<file path="src/rtl/gst_pkg.sv">
// ----------------------------------------------------------------------------
// gst_pkg
// Shared types, constants and helpers for the geodesic step and termination
// core.
// ----------------------------------------------------------------------------
`default_nettype none

package gst_pkg;

  localparam int SQRT_STAGES  = 32;
  localparam int QUO_BITS     = 47;
  localparam int DIV_STAGES   = QUO_BITS + 1;
  localparam int FRONT_STAGES = 3 + SQRT_STAGES + 1;
  localparam int BACK_STAGES  = 1 + DIV_STAGES + SQRT_STAGES + 2;
  localparam int QUEUE_DEPTH  = 4;
  localparam int QPTR_W       = $clog2(QUEUE_DEPTH);
  localparam int QCNT_W       = $clog2(QUEUE_DEPTH + 1);

  localparam logic [30:0] SAT_MAX = 31'h7FFF_FFFF;

  localparam logic [2:0] REG_HORIZON  = 3'd0;
  localparam logic [2:0] REG_RAY_TOL  = 3'd1;
  localparam logic [2:0] REG_OBS_TOL  = 3'd2;
  localparam logic [2:0] REG_STALL    = 3'd3;
  localparam logic [2:0] REG_INNER    = 3'd4;
  localparam logic [2:0] REG_OUTER    = 3'd5;
  localparam logic [2:0] REG_STEP_LIM = 3'd6;

  typedef enum logic [2:0] {
    REASON_NONE     = 3'd0,
    REASON_CAPTURED = 3'd1,
    REASON_STEPS    = 3'd2,
    REASON_ESCAPED  = 3'd3,
    REASON_RANGE    = 3'd4
  } reason_t;

  typedef struct packed {
    logic [30:0] horizon_radius;
    logic [30:0] ray_tolerance;
    logic [30:0] observer_tolerance;
    logic [30:0] stall_threshold;
    logic [30:0] inner_limit;
    logic [30:0] outer_limit;
    logic [15:0] step_limit;
  } cfg_t;

  typedef struct packed {
    logic        mode;
    reason_t     reason;
    logic [31:0] r;
    logic [31:0] v;
    logic [31:0] a;
    logic [31:0] vt;
  } q_entry_t;

  function automatic logic [31:0] mag32(input logic [31:0] x);
    return x[31] ? (~x + 32'd1) : x;
  endfunction

  function automatic logic [30:0] sat31(input logic [QUO_BITS-1:0] q);
    return (|q[QUO_BITS-1:31]) ? SAT_MAX : q[30:0];
  endfunction

endpackage

`default_nettype wire

</file>
<file path="src/rtl/gst_queue.sv">
// ----------------------------------------------------------------------------
// gst_queue
// Short FIFO between the front and back parts.
// ----------------------------------------------------------------------------
`default_nettype none

module gst_queue import gst_pkg::*; (
  input  logic     clk,
  input  logic     rst,
  input  logic     push_valid,
  output logic     push_ready,
  input  q_entry_t push_data,
  output logic     pop_valid,
  input  logic     pop_ready,
  output q_entry_t pop_data
);

  q_entry_t          mem [QUEUE_DEPTH];
  logic [QPTR_W-1:0] wr, rd;
  logic [QCNT_W-1:0] count;
  logic              push, pop;

  assign push_ready = count != QCNT_W'(QUEUE_DEPTH);
  assign pop_valid  = count != '0;
  assign push       = push_valid && push_ready;
  assign pop        = pop_valid && pop_ready;
  assign pop_data   = mem[rd];

  always_ff @(posedge clk) begin
    if (push) mem[wr] <= push_data;
  end

  always_ff @(posedge clk) begin
    if (rst) begin
      wr    <= '0;
      rd    <= '0;
      count <= '0;
    end else begin
      if (push) wr <= wr + 1'b1;
      if (pop)  rd <= rd + 1'b1;
      if (push && !pop)      count <= count + 1'b1;
      else if (pop && !push) count <= count - 1'b1;
    end
  end

endmodule

`default_nettype wire

</file>
<file path="config.mk">
export PLATFORM = sky130hd
export DESIGN_NAME = gst_queue
export DESIGN_NICKNAME = d
export VERILOG_FILES = /design/src/rtl/gst_pkg.sv /design/src/rtl/gst_queue.sv
export SDC_FILE = /design/constraint.sdc
export NUM_CORES = 1
export LEC_CHECK = 0
export BUFFER_PORTS_ARGS = -buffer_cell sky130_fd_sc_hd__buf_2
export CAP_MARGIN = 20
export CELL_PAD_IN_SITES_DETAIL_PLACEMENT = 1
export CELL_PAD_IN_SITES_GLOBAL_PLACEMENT = 2
export CORE_MARGIN = 2
export CORE_UTILIZATION = 25
export CTS_BUF_LIST = sky130_fd_sc_hd__clkbuf_2
export DETAILED_ROUTE_END_ITERATION = 16
export PLACE_DENSITY = 0.56
export SLEW_MARGIN = 15
export SYNTH_ARGS = -nofsm -noshare
export SYNTH_HDL_FRONTEND = slang
export SYNTH_SLANG_ARGS = --single-unit
</file>
<file path="constraint.sdc">
create_clock -name clk -period 8.23 [get_ports clk]
set_input_delay 0.823 -clock clk [delete_from_list [all_inputs] [get_ports clk]]
set_output_delay 0.823 -clock clk [all_outputs]
set_load 0.005 [all_outputs]
</file>
==> impl_metrics.yaml <==
logic_synthesis:
  synth_ff_type: "edfxtp_1"
  netlist_area_um2: 19500
  synth_area_leaders: "edfxtp_1 (81%), mux4_2 (15%), dfxtp_1 (0.92%)"
  ys_seq_area_share_pct: 82.2
  yosysUniqueCellTypes: 22
  synth_top_area_share_pct: 81.3
  syn_inst: 738
  synth_edf_count: 528
  yosysWarnings: 0
  async_reset_ff_share_pct: 0
  syn-num-nets: 880
  yosys.area.top_type: "edfxtp_1"
  syn_avg_cell_area_um2: 26.4
  ys_seq_elements: 537
setup_path:
  end_kind: "primary output"
  worstPathArrival_ns: 3.68
  crit_type: "reg2out"
  critPathMaxFanout: 41
  cp_data_required_time_ns: 7.41
  critPathLaunchType: "flip-flop"
floorplanning:
  row_count: 102
  io_pins: 270
  core_um2: 77300
  die_area_um2: 80300
  fp.dieW_um: 283
  die_y_um: 283
  start_util_pct: 25.2
power_and_ir_drop:
  share_seq_of_total_power_pct: 50.1
  p_per_area_nw_per_um2: 278
  clockPowerShare_pct: 27.3
  comb_power_share_pct: 22.7
  p_sw_mw: 1.96
  ir_worst_vdd_uv: 111
  leakage_nw: 8.46
  intPower_mw: 4.91
  sw_frac_of_total_pct: 28.6
placement:
  place_area_um2: 22100
  port_buffers: 269
  gp_congestion: 0.673
  hpwl_mm: 25.9
global_route:
  grt_overflow: 0
  grtUsageTotal_pct: 11.6
  grt_max_degree: 98
  grt_pass1_wl_mm: 69.6
  antenna_found_initial: 7
  grt_pass1_vias: 11483
detailed_routing:
  final_antenna_net_count: 0
  wl_per_cell_um: 18.9
  route.final.wire_length_mm: 45.7
  drc: 0
  initialDrtViolationCount: 439
  dr.pass1.iters: 4
  vias_per_cell: 4.07
  vias: 9842
clock_network:
  tritoncts: "done"
  root_buffer: "clkbuf_2"
  cts.clk_slew.worst_paths_ns: 0.10
  clkSinkCount: 537
  clk_latency_ns: 1.18
  cts_repair_resize_count: 0
  clockBufferDepth: 3
  numCtsBuffers: 149
  cts.htree.levels: 4
timing:
  worstMarginPinSlew_ns: 1.01
  fin_setup_tns_ns: 0
  final_hold_viol_count: 0
  fmax_ghz: 0.222
  min_period_over_period_pct: 54.7
  slew_viol_final: 0
  finalCriticalPeriod_ns: 4.50
  rsz0062_at_grt: "false"
  skew_ns: 0.0680
  setup_viol: 0
  max_slew_margin_pct: 32.4
flow_run:
  maxCapViolCount: 0
layout:
  syn_to_final_growth_pct: 26.8
  fin_nets: 1417
  fill_cells: 8027
  design_area_um2: 24700
  final_cell_mix: "edfxtp_1 (528), buf_2 (269), clkbuf_2 (221), dlygate4sd3_1 (136), mux4_2 (132)"
  drive_gt1_share_pct: 47.6
  final_common_cell: "edfxtp_1"
run_status:
  status: "finished, final reports clean"
worst_hold_path:
  hold_class: "in2reg"
==> per-stage QoR <==
step                      power (mW)  setup slack (ns)  hold WS [ns]  cells  util, %
after floorplan                 4.42              3.56         0.482    738        -
after global placement          5.06              4.72         0.508   2028     28.5
after detailed placement        5.08              4.73         0.518   2028     28.5
after CTS                       7.08              3.26        0.0939   2413     32.0
after global routing            7.31              3.18         0.184   2416     32.0
final                           6.87              3.73         0.384   2416     32.0
==> cell usage after synthesis, types with 2 or more instances <==
cell type	instances
nor2_1	8
dfxtp_1	9
and2_1	4
mux2i_1	2
buf_2	15
mux4_2	132
ha_1	5
inv_1	3
xor2_1	4
buf_6	10
nand2b_1	2
or3_1	2
clkbuf_1	6
edfxtp_1	528
==> critical path: stages (launching register included) <==
cell and delay, ns:
dfxtp_4 0.85, buf_4 0.79, mux4_2 0.64, buf_2 0.15
==> sequential cells by signal, summed over array words and instances, names as in the netlist, named ones only <==
signal,flops
wr,2
rd,2
mem,528
count,3
==> final cells by class <==
cell class / instances / area (um2) / share of cell area, %
sequential: 537 / 16000 / 64.9
multi-input combinational: 167 / 3250 / 13.2
timing repair buffer: 417 / 2810 / 11.4
tap: 1040 / 1300 / 5.26
clock buffer: 221 / 1110 / 4.47
clock inverter: 28 / 195 / 0.789
inverter: 3 / 11.3 / 0.0455
antenna: 3 / 7.51 / 0.0304
==> repair_timing <==
action | CTS | global route
buffers inserted | 0 | 0
endpoints found under the hold margin | 537 | 0
hold buffers | 136 | 0
==> routing by layer <==
metal,share of wire (%),vias to the layer above,global-route usage (%)
met3,7.0,103,4.59
met4,2.5,8,5.20
li1,-,4357,-
met1,44,5071,14.3
met5,0.12,-,0
met2,47,303,18.0
==> cells by family after synthesis <==
logic type               synth area share, %
buffers and inverters                   1.14
multiplexers                            15.4
XOR/XNOR                               0.180
flip-flops                              82.2
AO/OA/AOI/OAI                          0.192
adder cells (fa/ha/maj)                0.423
AND/OR/NAND/NOR                        0.430
==> worst paths after layout <==
check / start / end / slack [ns] / cells after the start
max: flip-flop / pop_data[128] / 3.73 / 3
min: push_data[104] / mem[1][104] / 0.38 / 2
max reg2reg: count[1] / mem[3][32] / 5.28 / 4
min reg2reg: wr[1] / wr[1] / 0.53 / 2
==> power groups by stage <==
stage / Sequential [mW] / Clock, mW / Combinational (mW)
final: 3.44 / 1.87 / 1.56
after CTS: 3.45 / 2.00 / 1.63
after global routing: 3.48 / 2.12 / 1.71
after floorplan: 3.45 / 0 / 0.970
after detailed placement: 3.52 / 0 / 1.56
after global placement: 3.50 / 0 / 1.56
Power figures use the tool's default switching activity.
